$ cat src/rtl/core/ifr_pkg.sv
`default_nettype none

package ifr_pkg;

  // Field widths fixed by the request and result formats
  localparam int CMD_W      = 2;
  localparam int CPU_W      = 3;
  localparam int MASK_W     = 8;
  localparam int IDX_W      = 4;
  localparam int TIME_W     = 64;
  localparam int FREQ_IDX_W = 4;
  localparam int IDLE_IDX_W = 2;

  // Configuration registers
  localparam int CFG_FREQ_W = 5;
  localparam int CFG_IDLE_W = 3;
  localparam int CFG_DATA_W = 5;
  localparam int CFG_ADDR_W = 1;

  localparam logic [CFG_ADDR_W-1:0] CFG_FREQ_COUNT = 1'b0;
  localparam logic [CFG_ADDR_W-1:0] CFG_IDLE_COUNT = 1'b1;

  localparam logic [CFG_FREQ_W-1:0] FREQ_COUNT_RST = 5'd16;
  localparam logic [CFG_IDLE_W-1:0] IDLE_COUNT_RST = 3'd2;

  // Default sizes
  localparam int NUM_CPUS_DEF    = 8;
  localparam int FREQ_STATES_DEF = 16;
  localparam int IDLE_STATES_DEF = 4;

  typedef enum logic [CMD_W-1:0] {
    CMD_IDLE   = 2'd0,
    CMD_FREQ   = 2'd1,
    CMD_TOTALS = 2'd2,
    CMD_DUMP   = 2'd3
  } cmd_t;

  typedef enum logic [1:0] {
    OUT_RESP  = 2'd0,
    OUT_TOTAL = 2'd1,
    OUT_CELL  = 2'd2
  } out_sel_t;

  // Controller to datapath
  typedef struct packed {
    logic     load_item;
    logic     rd_query;
    logic     settle_wr;
    logic     clr_wr;
    logic     acc_add;
    logic     acc_clr;
    logic     out_load;
    out_sel_t out_sel;
    logic     out_last;
  } ctrl_cmd_t;

  // Datapath to controller
  typedef struct packed {
    logic err;
    cmd_t cmd;
    logic out_free;
  } dp_stat_t;

endpackage

`default_nettype wire

$ cat src/rtl/core/ifr_ctrl.sv
`default_nettype none

module ifr_ctrl #(
  parameter int NUM_CPUS = ifr_pkg::NUM_CPUS_DEF,
  parameter int CW       = 3,
  parameter int IW       = 2,
  parameter int FW       = 4,
  parameter int AW       = CW + IW + FW
) (
  input  wire                      clk,
  input  wire                      rst_n,
  input  wire                      in_valid,
  output logic                     in_ready,
  input  wire ifr_pkg::dp_stat_t   stat,
  input  wire [NUM_CPUS-1:0]       cpu_mask,
  input  wire [CW-1:0]             cpu_sel,
  input  wire [IW-1:0]             ni_m1,
  input  wire [FW-1:0]             nf_m1,
  output ifr_pkg::ctrl_cmd_t       cmd,
  output logic [CW-1:0]            cpu_cnt,
  output logic [IW-1:0]            idle_cnt,
  output logic [FW-1:0]            freq_cnt,
  output logic [AW-1:0]            clr_addr
);

  typedef enum logic [8:0] {
    S_CLEAR  = 9'b000000001,
    S_IDLE   = 9'b000000010,
    S_CHECK  = 9'b000000100,
    S_SCAN   = 9'b000001000,
    S_SET_RD = 9'b000010000,
    S_SET_WR = 9'b000100000,
    S_Q_RD   = 9'b001000000,
    S_Q_DATA = 9'b010000000,
    S_RESP   = 9'b100000000
  } state_t;

  state_t          state_r, state_nxt;
  logic [CW-1:0]   cpu_r, cpu_nxt;
  logic [IW-1:0]   j_r, j_nxt;
  logic [FW-1:0]   f_r, f_nxt;
  logic [AW-1:0]   clr_r, clr_nxt;
  logic            cpu_last, j_last, f_last, is_query;

  assign cpu_last = (cpu_r == CW'(NUM_CPUS - 1));
  assign j_last   = (j_r == ni_m1);
  assign f_last   = (f_r == nf_m1);
  assign is_query = (stat.cmd == ifr_pkg::CMD_TOTALS) || (stat.cmd == ifr_pkg::CMD_DUMP);

  assign cpu_cnt  = cpu_r;
  assign idle_cnt = j_r;
  assign freq_cnt = f_r;
  assign clr_addr = clr_r;

  // Sequencer
  always_comb begin
    state_nxt = state_r;
    cpu_nxt   = cpu_r;
    j_nxt     = j_r;
    f_nxt     = f_r;
    clr_nxt   = clr_r;
    in_ready  = 1'b0;
    cmd       = '0;
    cmd.out_sel = ifr_pkg::OUT_RESP;

    unique case (state_r)
      S_CLEAR: begin
        cmd.clr_wr = 1'b1;
        clr_nxt    = clr_r + AW'(1);
        if (&clr_r) state_nxt = S_IDLE;
      end
      S_IDLE: begin
        in_ready = 1'b1;
        if (in_valid) begin
          cmd.load_item = 1'b1;
          state_nxt     = S_CHECK;
        end
      end
      S_CHECK: begin
        if (stat.err) begin
          state_nxt = S_RESP;
        end else if (stat.cmd == ifr_pkg::CMD_FREQ) begin
          cpu_nxt   = '0;
          state_nxt = S_SCAN;
        end else begin
          cpu_nxt   = cpu_sel;
          state_nxt = S_SET_RD;
        end
      end
      S_SCAN: begin
        // skip CPUs outside the mask
        if (cpu_mask[cpu_r]) state_nxt = S_SET_RD;
        else if (cpu_last)   state_nxt = S_RESP;
        else                 cpu_nxt   = cpu_r + CW'(1);
      end
      S_SET_RD: begin
        state_nxt = S_SET_WR;
      end
      S_SET_WR: begin
        cmd.settle_wr = 1'b1;
        if (is_query) begin
          cmd.acc_clr = 1'b1;
          j_nxt       = '0;
          f_nxt       = '0;
          state_nxt   = S_Q_RD;
        end else if (stat.cmd == ifr_pkg::CMD_FREQ && !cpu_last) begin
          cpu_nxt   = cpu_r + CW'(1);
          state_nxt = S_SCAN;
        end else begin
          state_nxt = S_RESP;
        end
      end
      S_Q_RD: begin
        cmd.rd_query = 1'b1;
        state_nxt    = S_Q_DATA;
      end
      S_Q_DATA: begin
        cmd.rd_query = 1'b1;
        if (stat.cmd == ifr_pkg::CMD_TOTALS) begin
          if (!j_last) begin
            cmd.acc_add = 1'b1;
            j_nxt       = j_r + IW'(1);
            state_nxt   = S_Q_RD;
          end else if (stat.out_free) begin
            cmd.out_load = 1'b1;
            cmd.out_sel  = ifr_pkg::OUT_TOTAL;
            cmd.out_last = f_last;
            cmd.acc_clr  = 1'b1;
            j_nxt        = '0;
            f_nxt        = f_r + FW'(1);
            state_nxt    = f_last ? S_IDLE : S_Q_RD;
          end
        end else if (stat.out_free) begin
          cmd.out_load = 1'b1;
          cmd.out_sel  = ifr_pkg::OUT_CELL;
          cmd.out_last = f_last && j_last;
          if (j_last) begin
            j_nxt     = '0;
            f_nxt     = f_r + FW'(1);
            state_nxt = f_last ? S_IDLE : S_Q_RD;
          end else begin
            j_nxt     = j_r + IW'(1);
            state_nxt = S_Q_RD;
          end
        end
      end
      S_RESP: begin
        if (stat.out_free) begin
          cmd.out_load = 1'b1;
          cmd.out_sel  = ifr_pkg::OUT_RESP;
          cmd.out_last = 1'b1;
          state_nxt    = S_IDLE;
        end
      end
      default: begin
        state_nxt = S_IDLE;
      end
    endcase
  end

  always_ff @(posedge clk) begin
    if (!rst_n) begin
      state_r <= S_CLEAR;
      cpu_r   <= '0;
      j_r     <= '0;
      f_r     <= '0;
      clr_r   <= '0;
    end else begin
      state_r <= state_nxt;
      cpu_r   <= cpu_nxt;
      j_r     <= j_nxt;
      f_r     <= f_nxt;
      clr_r   <= clr_nxt;
    end
  end

endmodule

`default_nettype wire

$ cat config.mk
export PLATFORM = sky130hd
export DESIGN_NAME = ifr_ctrl
export DESIGN_NICKNAME = d
export VERILOG_FILES = /design/src/rtl/core/ifr_pkg.sv /design/src/rtl/core/ifr_ctrl.sv
export SDC_FILE = /design/constraint.sdc
export NUM_CORES = 1
export LEC_CHECK = 0
export ABC_AREA = 1
export BUFFER_PORTS_ARGS = -buffer_cell sky130_fd_sc_hd__buf_4
export CORE_MARGIN = 2
export CORE_UTILIZATION = 26
export CTS_BUF_LIST = sky130_fd_sc_hd__clkbuf_4
export DETAILED_ROUTE_END_ITERATION = 10
export GPL_TIMING_DRIVEN = 0
export SYNTH_ARGS = -nofsm -noshare
export SYNTH_HDL_FRONTEND = slang
export SYNTH_SLANG_ARGS = --single-unit
$ cat constraint.sdc
create_clock -name clk -period 3 [get_ports clk]
set_input_delay 0.6 -clock clk [delete_from_list [all_inputs] [get_ports clk]]
set_output_delay 0.6 -clock clk [all_outputs]
set_load 0.005 [all_outputs]
==> results of run 1 <==
[worst reg2reg max path: stages, from the launching register on]
cell	delay [ns]
dfxtp_1	0.42
ha_1	0.16
inv_1	0.06
nor4_1	0.41
nand2_1	0.09
nor2_1	0.11
ha_1	0.16
inv_1	0.04
nand3_1	0.07
nand3_1	0.13
nor2_4	0.21
nand2_2	0.11
nand2_1	0.07
nand2_1	0.05
nor2_1	0.10
[worst max-delay path by stage]
stage                 endpoint  slack, ns  cells after the start
floorplan           state_r[3]       1.08                     13
global placement        cmd[4]       0.81                      7
detailed placement      cmd[4]       0.79                      7
CTS                     cmd[4]       0.52                      7
global route            cmd[4]       0.36                      7
finish                  cmd[4]       0.54                      7
[cell families (layout without fill, tap and decap cells)]
logic type / count (synthesis) / in the layout / share of synthesized area
xor gates and xnor gates: 6 / 6 / 0.0270
DFF: 27 / 27 / 0.277
adders and majority gates: 5 / 5 / 0.0321
AOI/OAI and AO/OA: 30 / 30 / 0.0828
and+or+nand+nor: 186 / 186 / 0.463
buffers and inverters: 61 / 116 / 0.117
[through the flow]
step	power (mW)	hold WS [ns]	cells	setup WS (ns)
final	1.25	0.536	469	0.540
after global routing	1.38	0.563	469	0.365
after CTS	1.26	0.534	469	0.518
after detailed placement	1.07	0.509	465	0.792
after global placement	1.07	0.505	465	0.805
after floorplan	0.887	0.488	315	1.08
[sequential cells by signal, summed over array words and instances (netlist names)]
register / cells
state_r: 9
clr_addr: 9
freq_cnt: 4
idle_cnt: 2
cpu_cnt: 3
[power by group]
part	total [mW]	switching (mW)	internal, mW
registers	0.469	0.0608	0.409
logic	0.599	0.372	0.228
clock network	0.186	0.131	0.0547
[layer usage]
metal  GRT usage  up-vias  routed length, um
met5           0        -                  0
met4      0.0346        0                 82
met3      0.0275        8                273
met2       0.205       66               2340
met1       0.151      940               2310
li1            -     1102                  -
[cell usage after synthesis]
library cell and instances:
a21oi_1 11, and2_1 1, and2_4 1, and3_1 3, clkbuf_1 2, dfxtp_1 27
ha_1 5, inv_1 51, inv_2 8, nand2_1 73, nand2_2 7, nand2_4 2
nand3_1 27, nand3_2 3, nand4_1 7, nor2_1 40, nor2_2 3, nor2_4 6
nor3_1 8, nor3_2 1, nor3b_1 2, nor4_1 1, nor4_2 1, o21a_1 1
o21ai_0 10, o21ai_1 4, o21bai_1 3, o22ai_1 1, xor2_1 6
[layout by cell type, fill, tap and decap left out, drive strengths merged]
cell type / count
a21oi: 11
and2: 2
and3: 3
buf: 51
clkbuf: 5
dfxtp: 27
ha: 5
inv: 60
nand2: 82
nand3: 30
nand4: 7
nor2: 49
nor3: 9
nor3b: 2
nor4: 2
o21a: 1
o21ai: 14
o21bai: 3
o22ai: 1
xor2: 6
[cell type report]
cell class | instances | area share
clock buffer | 3 | 0.00905
multi-input combinational | 227 | 0.474
clock inverter | 1 | 0.00352
inverter | 59 | 0.0890
timing repair buffer | 51 | 0.154
tap | 99 | 0.0498
buffer | 2 | 0.00302
sequential | 27 | 0.217
==> flow_metrics.py, run 1 <==
metrics = {
    "cells_and_area": {
        "area_growth_pct": 27.6,
        "diodes": 0,
        "final_cell_area_um2": 2490,
        "multi_input_area_um2": 1180,
        "drive_above_1_share": 0.235,
        "num-fill-cells": 824,
        "final_nets": 400,
        "finish.utilization": 0.343,
        "regArea_um2": 541,
    },
    "setup_path": {
        "required_ns": 2.40,
        "cp-end-kind": "output pin",
        "critPathTopFamily": "simple AND/OR/NAND/NOR gates",
        "slowest_stage": "dfxtp_1",
        "critPathBufInv": 2,
        "cp.arrival_ns": 1.86,
        "worstPathCellList": "nor2_1 > nand3_1 > nor2_4 > inv_2 > nor4_2 > o21bai_1 > buf_4",
        "path_class": "reg -> out",
        "cp_max_fo": 8,
        "rrSetupSlack_ns": 0.74,
        "slowest_delay_ns": 0.40,
        "startpoint": "state_r[0]",
        "reg2reg_from": "clr_addr[1]",
        "start_kind": "flip-flop",
        "r2r-end": "state_r[8]",
        "r2r.worst_path.cells": 14,
    },
    "timing": {
        "fin_skew_ns": 0.0167,
        "slew_headroom": 0.664,
        "slew_violations": 0,
        "finalCritPeriodShare": 0.820,
        "finalSetupTns_ns": 0,
        "period_needed_ns": 2.46,
        "worstMarginPinSlew_ns": 0.504,
        "grt_setup_unrepaired": "no",
        "max_freq_mhz": 407,
        "finalSetupViolCount": 0,
        "hold_viol": 0,
    },
    "global_route": {
        "antenna_found_initial": 0,
        "grt_max_degree": 18,
        "grt_pass1_wl_mm": 8.29,
        "grt-ovfl-total": 0,
        "grtUsageTotal": 0.120,
        "grt_pass1_vias": 1866,
    },
    "worst_hold_path": {
        "min_path_cells": 2,
        "min-delay-path-class": "reg -> reg",
        "min_delay_worst_endpoint": "clr_addr[3]",
        "min_from": "clr_addr[3]",
    },
    "power": {
        "powerDensity_nw_per_um2": 504,
        "p_leak_nw": 1.30,
        "ir_drop_mv": 0.223,
    },
    "run_status": {
        "status": "finished clean",
    },
    "route": {
        "ant_nets": 0,
        "drc": 0,
        "finalWirelength_mm": 5.01,
        "viasPerCell": 4.51,
        "vias": 2116,
        "drtIter0Drc": 83,
        "routedWlPerCell_um": 10.7,
        "drtPass1Iterations": 4,
    },
    "synth": {
        "syn_nets": 344,
        "syn-cell-area_um2": 1950,
        "postSynthRegisterBits": 27,
        "synthTopCellsByArea": "dfxtp_1 28%, nand2_1 14%, inv_1 9.8%",
        "yosysTopAreaCell": "dfxtp_1",
        "synth_top_area_share": 0.277,
        "syn_area_per_cell_um2": 6.19,
        "syn_inst": 315,
        "synth.distinct_cells": 29,
        "synth_warnings": 0,
        "yosysSeqAreaShare": 0.277,
    },
    "clock_tree": {
        "cts_setup_buffers": 0,
        "clk_pin_slew_ns": 0.18,
        "root_buffer": "clkbuf_4",
        "cts_made_buffers": 3,
        "post_cts_resized": 0,
        "tritoncts": "yes",
        "clock_sinks": 27,
        "insertion_delay_ns": 0.36,
        "htreeDepth": 1,
        "postCtsHoldBufs": 0,
        "cts.path.max_buffers": 2,
    },
    "place": {
        "gp_congestion": 0.852,
        "hpwl_mm": 4.03,
        "port-buffer-count": 51,
        "placed_cell_area_um2": 2460,
    },
    "floorplan": {
        "dieArea_um2": 8210,
        "rows": 31,
        "ios": 53,
        "dieWidth_um": 90.6,
        "start_util": 0.269,
        "coreArea_um2": 7250,
        "die_h_um": 90.6,
    },
    "job": {
        "drv_cap": 0,
    },
}
No activity file was read; power rests on OpenSTA's default activity.
==> run 2, diff against run 1 <==
clock period = 2.45 ns   (was 3 ns; I/O delays follow)
==> run 2 against run 1 <==
Effect of this change: sequential cell count stayed put; setup slack worse by 0.41 ns; critical path type unchanged; non-clock buffer count up 3; combinational power rose by 24%; cell count increased by 0.64%; power grew 23%.
==> flow_metrics.py, run 2 (synthesized netlist as in run 1, its figures left out) <==
metrics = {
    "global_route": {
        "grt-ovfl-total": 0,
        "grtUsageTotal": 0.120,
        "antenna_found_initial": 0,
        "grt_pass1_wl_mm": 8.29,
        "grt_max_degree": 18,
        "grt_pass1_vias": 1866,
    },
    "route": {
        "drc": 0,
        "ant_nets": 0,
        "finalWirelength_mm": 5.04,
        "routedWlPerCell_um": 10.7,
        "drtIter0Drc": 107,
        "viasPerCell": 4.47,
        "vias": 2108,
        "drtPass1Iterations": 4,
    },
    "place": {
        "hpwl_mm": 4.03,
        "port-buffer-count": 51,
        "post-place-ws_ns": 0.280,
        "gp_congestion": 0.852,
        "place_inst": 465,
    },
    "floorplan": {
        "start_util": 0.269,
        "coreArea_um2": 7250,
        "dieArea_um2": 8210,
        "ios": 53,
        "dieWidth_um": 90.6,
        "die_h_um": 90.6,
        "rows": 31,
    },
    "clock_tree": {
        "root_buffer": "clkbuf_4",
        "cts.path.max_buffers": 2,
        "postCtsHoldBufs": 0,
        "clk_pin_slew_ns": 0.17,
        "cts_made_buffers": 3,
        "htreeDepth": 1,
        "tritoncts": "yes",
        "insertion_delay_ns": 0.36,
        "clock_sinks": 27,
    },
    "worst_hold_path": {
        "min_path_cells": 2,
        "min-delay-path-class": "reg -> reg",
        "min_from": "clr_addr[3]",
        "min_delay_worst_endpoint": "clr_addr[3]",
    },
    "power": {
        "p_leak_nw": 1.32,
        "clkPwrFrac": 0.145,
        "cell_internal_pwr_mw": 0.851,
        "power_frac_seq": 0.372,
        "p_switching_mw": 0.691,
        "ir_drop_mv": 0.273,
        "pwr-share-comb": 0.483,
        "switching_share": 0.448,
        "powerDensity_nw_per_um2": 613,
    },
    "setup_path": {
        "cp.arrival_ns": 1.83,
        "r2r-end": "state_r[8]",
        "critPathTopFamily": "simple AND/OR/NAND/NOR gates",
        "start_kind": "flip-flop",
        "cp.depth": 7,
        "worstPathCellList": "nor2_1 > nand3_1 > nor2_4 > buf_4 > nand4_1 > a21oi_1 > buf_4",
        "reg2reg_from": "clr_addr[1]",
        "path_class": "reg -> out",
        "required_ns": 1.96,
        "startpoint": "state_r[2]",
        "slowest_delay_ns": 0.35,
        "cp_max_fo": 5,
        "critPathBufInv": 2,
        "cp_common_cell": "buf_4",
        "slowest_stage": "dfxtp_1",
        "rrSetupSlack_ns": 0.33,
        "r2r.worst_path.cells": 14,
        "cp-end-kind": "output pin",
    },
    "timing": {
        "hold_viol": 0,
        "slew_headroom": 0.667,
        "max_freq_mhz": 432,
        "slew_violations": 0,
        "period_needed_ns": 2.32,
        "fin_skew_ns": 0.0105,
        "worstMarginPinSlew_ns": 0.499,
        "finalCritPeriodShare": 0.946,
        "timing.final.ws_setup_ns": 0.133,
        "finalSetupViolCount": 0,
    },
    "cells_and_area": {
        "drive_above_1_share": 0.244,
        "final_cell_mix": "73 x nand2_1, 54 x buf_4, 51 x inv_1",
        "final_nets": 403,
        "final_cells": 472,
        "final_common_cell": "nand2_1",
        "area_growth_pct": 29.1,
        "diodes": 0,
    },
    "job": {
        "drv_cap": 0,
    },
    "run_status": {
        "status": "finished clean",
    },
}
[run 2: how the worst max path moves through the flow]
stage                  to  slack, ns
6_report           cmd[0]       0.13
5_1_grt            cmd[4]     -0.006
4_1_cts            cmd[4]       0.08
3_5_place_dp   state_r[3]       0.28
3_3_place_gp   state_r[3]       0.30
2_1_floorplan  state_r[3]       0.53
[run 2: worst reg2reg max path, delay by kind of cell, from the launching register on]
kind | cells | cell delay (ns)
adder cells (fa/ha/maj) | 2 | 0.32
buffers and inverters | 2 | 0.11
flip-flops | 1 | 0.41
AND/OR/NAND/NOR | 10 | 1.21
[run 2: power groups by stage]
stage / Sequential [mW] / Combinational, mW / Clock, mW
CTS: 0.572 / 0.737 / 0.236
floorplan: 0.571 / 0.515 / 0
global route: 0.585 / 0.852 / 0.256
detailed placement: 0.582 / 0.734 / 0
global placement: 0.580 / 0.725 / 0
finish: 0.573 / 0.745 / 0.224
[run 2: final cells by class]
class | instances | area [um^2]
Fill cell | 820 | 4740
Multi-Input combinational cell | 227 | 1190
Sequential cell | 27 | 541
Timing Repair Buffer | 54 | 405
Inverter | 59 | 221
Tap cell | 99 | 124
Clock buffer | 3 | 22.5
Clock inverter | 1 | 8.76
Buffer | 2 | 7.51
[run 2: repair_timing]
item | 4_1_cts | 5_1_grt
gates resized for setup | 0 | 1
setup buffers | 0 | 3
endpoints found under the setup margin | 0 | 5
[run 2: through the flow]
stage          utilization  hold slack, ns  setup TNS, ns  total power, mW  instance area [um^2]
2_1_floorplan            -           0.488              0             1.09                  1950
3_3_place_gp         0.339           0.505              0             1.31                  2460
3_5_place_dp         0.339           0.509              0             1.32                  2460
4_1_cts              0.343           0.534              0             1.55                  2490
5_1_grt              0.347           0.556       -0.00625             1.69                  2520
6_report             0.347           0.536              0             1.54                  2520
[run 2: routing by layer]
metal | GRT usage | part of all wire | vias up
met5 | 0 | 0 | -
met4 | 0.0346 | 0.022 | 0
met3 | 0.0275 | 0.055 | 12
met2 | 0.205 | 0.46 | 65
met1 | 0.151 | 0.46 | 923
li1 | - | - | 1108
==> run 3, diff against run 2 <==
BUFFER_PORTS_ARGS = -buffer_cell sky130_fd_sc_hd__buf_2   (was -buffer_cell sky130_fd_sc_hd__buf_4)
==> run 3 against run 2 <==
Effect of this change: sequential share of layout area up 1.1 points; global-route usage up 0.31 points; combinational power down 5.6%; cell area down 5.0%; critical path depth unchanged; maximum frequency up 1.2%; die area unchanged; register-to-register slack better by 0.03 ns; worst hold slack worse by 0.0027 ns; critical path type unchanged.
==> flow_metrics.py, run 3 (synthesized netlist as in run 1, its figures left out) <==
metrics = {
    "floorplan": {
        "dieArea_um2": 8210,
        "die_h_um": 90.6,
        "coreArea_um2": 7250,
        "start_util": 0.269,
        "ios": 53,
        "rows": 31,
        "dieWidth_um": 90.6,
    },
    "route": {
        "viasPerCell": 4.48,
        "routedWlPerCell_um": 10.7,
        "finalWirelength_mm": 5.02,
        "vias": 2112,
        "drc": 0,
        "drtIter0Drc": 69,
        "ant_nets": 0,
        "drtPass1Iterations": 4,
    },
    "setup_path": {
        "critPathTopFamily": "simple AND/OR/NAND/NOR gates",
        "r2r-end": "state_r[1]",
        "required_ns": 1.96,
        "slowest_stage": "dfxtp_1",
        "cp.arrival_ns": 1.80,
        "path_class": "reg -> out",
        "cp-end-kind": "output pin",
        "r2r.worst_path.cells": 14,
        "cp_max_fo": 5,
        "critPathBufInv": 2,
        "start_kind": "flip-flop",
        "rrSetupSlack_ns": 0.36,
        "startpoint": "state_r[2]",
        "reg2reg_from": "clr_addr[1]",
        "slowest_delay_ns": 0.35,
        "worstPathCellList": "nor2_1 > nand3_1 > nor2_4 > inv_2 > nor4_2 > o21bai_1 > buf_2",
    },
    "place": {
        "placed_cell_area_um2": 2330,
        "hpwl_mm": 4.00,
        "port-buffer-count": 51,
        "gp_congestion": 0.864,
    },
    "worst_hold_path": {
        "min_path_cells": 2,
        "min-delay-path-class": "reg -> reg",
        "min_delay_worst_endpoint": "clr_addr[0]",
        "min_from": "clr_addr[0]",
    },
    "clock_tree": {
        "clock_sinks": 27,
        "clk_pin_slew_ns": 0.17,
        "cts.path.max_buffers": 2,
        "insertion_delay_ns": 0.35,
        "htreeDepth": 1,
        "tritoncts": "yes",
        "cts_made_buffers": 3,
        "root_buffer": "clkbuf_4",
    },
    "power": {
        "ir_drop_mv": 0.312,
        "powerDensity_nw_per_um2": 626,
        "p_leak_nw": 1.31,
        "total_power_mw": 1.50,
    },
    "timing": {
        "worstMarginPinSlew_ns": 0.524,
        "finalSetupViolCount": 0,
        "slew_headroom": 0.650,
        "finalCritPeriodShare": 0.935,
        "period_needed_ns": 2.29,
        "hold_viol": 0,
        "fin_skew_ns": 0.0101,
        "slew_violations": 0,
        "max_freq_mhz": 437,
    },
    "cells_and_area": {
        "final_cell_mix": "73 x nand2_1, 51 x inv_1, 51 x buf_2",
        "finish.utilization": 0.329,
        "drive_above_1_share": 0.242,
        "area_growth_pct": 22.6,
        "final_common_cell": "nand2_1",
        "final_nets": 402,
        "final_cell_area_um2": 2390,
        "diodes": 0,
    },
    "global_route": {
        "grt_pass1_wl_mm": 8.39,
        "grtUsageTotal": 0.124,
        "grt_pass1_vias": 1887,
        "grt-ovfl-total": 0,
        "antenna_found_initial": 0,
        "grt_max_degree": 18,
    },
    "run_status": {
        "status": "finished clean",
    },
    "job": {
        "drv_cap": 0,
    },
}
run 3: cell types whose count changed in the layout (fill, tap and decap cells not counted):
cell    previous run  this run
buf_2              0        51
buf_4             54         2
nor4_2             2         1
nor4_4             0         1
run 3: how the worst max path moves through the flow:
stage	endpoint	slack, ns	cells after the start
floorplan	state_r[3]	0.53	13
global placement	state_r[3]	0.32	13
detailed placement	state_r[3]	0.23	13
CTS	cmd[4]	0.09	7
global route	cmd[4]	-0.003	7
finish	cmd[4]	0.16	7
run 3: report_power, final:
part / leakage [nW] / switching (mW) / internal, mW / total [mW]
clock network: 0.0183 / 0.154 / 0.0668 / 0.221
registers: 0.219 / 0.0713 / 0.500 / 0.572
logic: 1.08 / 0.457 / 0.247 / 0.703
total: 1.31 / 0.682 / 0.814 / 1.50
run 3: per-layer routing:
layer  global-route usage  routed length (um)  vias up
met1                0.159                2390      935
met2                0.209                2280       60
met3               0.0267                 284        8
met4               0.0308                  72        0
li1                     -                   -     1109
met5                    0                   0        -
run 3: cell type report:
type / count / area [um^2]
inverter: 59 / 221
buffer: 2 / 7.51
timing repair buffer: 53 / 270
clock buffer: 3 / 22.5
multi-input combinational: 227 / 1190
clock inverter: 1 / 8.76
fill: 839 / 4860
sequential: 27 / 541
tap: 99 / 124
run 3: stage by stage:
step	worst slack, ns	hold slack (ns)	cells	setup TNS [ns]
2_1_floorplan	0.526	0.488	315	0
3_3_place_gp	0.316	0.499	465	0
3_5_place_dp	0.228	0.510	465	0
4_1_cts	0.0879	0.533	469	0
5_1_grt	-0.00260	0.559	471	-0.00260
6_report	0.160	0.533	471	0
run 3: timing repair:
action | 4_1_cts | 5_1_grt
endpoints found under the setup margin | 0 | 7
hold buffers | 0 | 0
buffers inserted | 0 | 2
gates resized for setup | 0 | 2
run 3: tightest hold or removal path: cells and delay by family, from the launching register on:
kind	cells	cell delay, ns
DFF	1	0.36
buffers and inverters	1	0.09
AOI/OAI and AO/OA	1	0.06
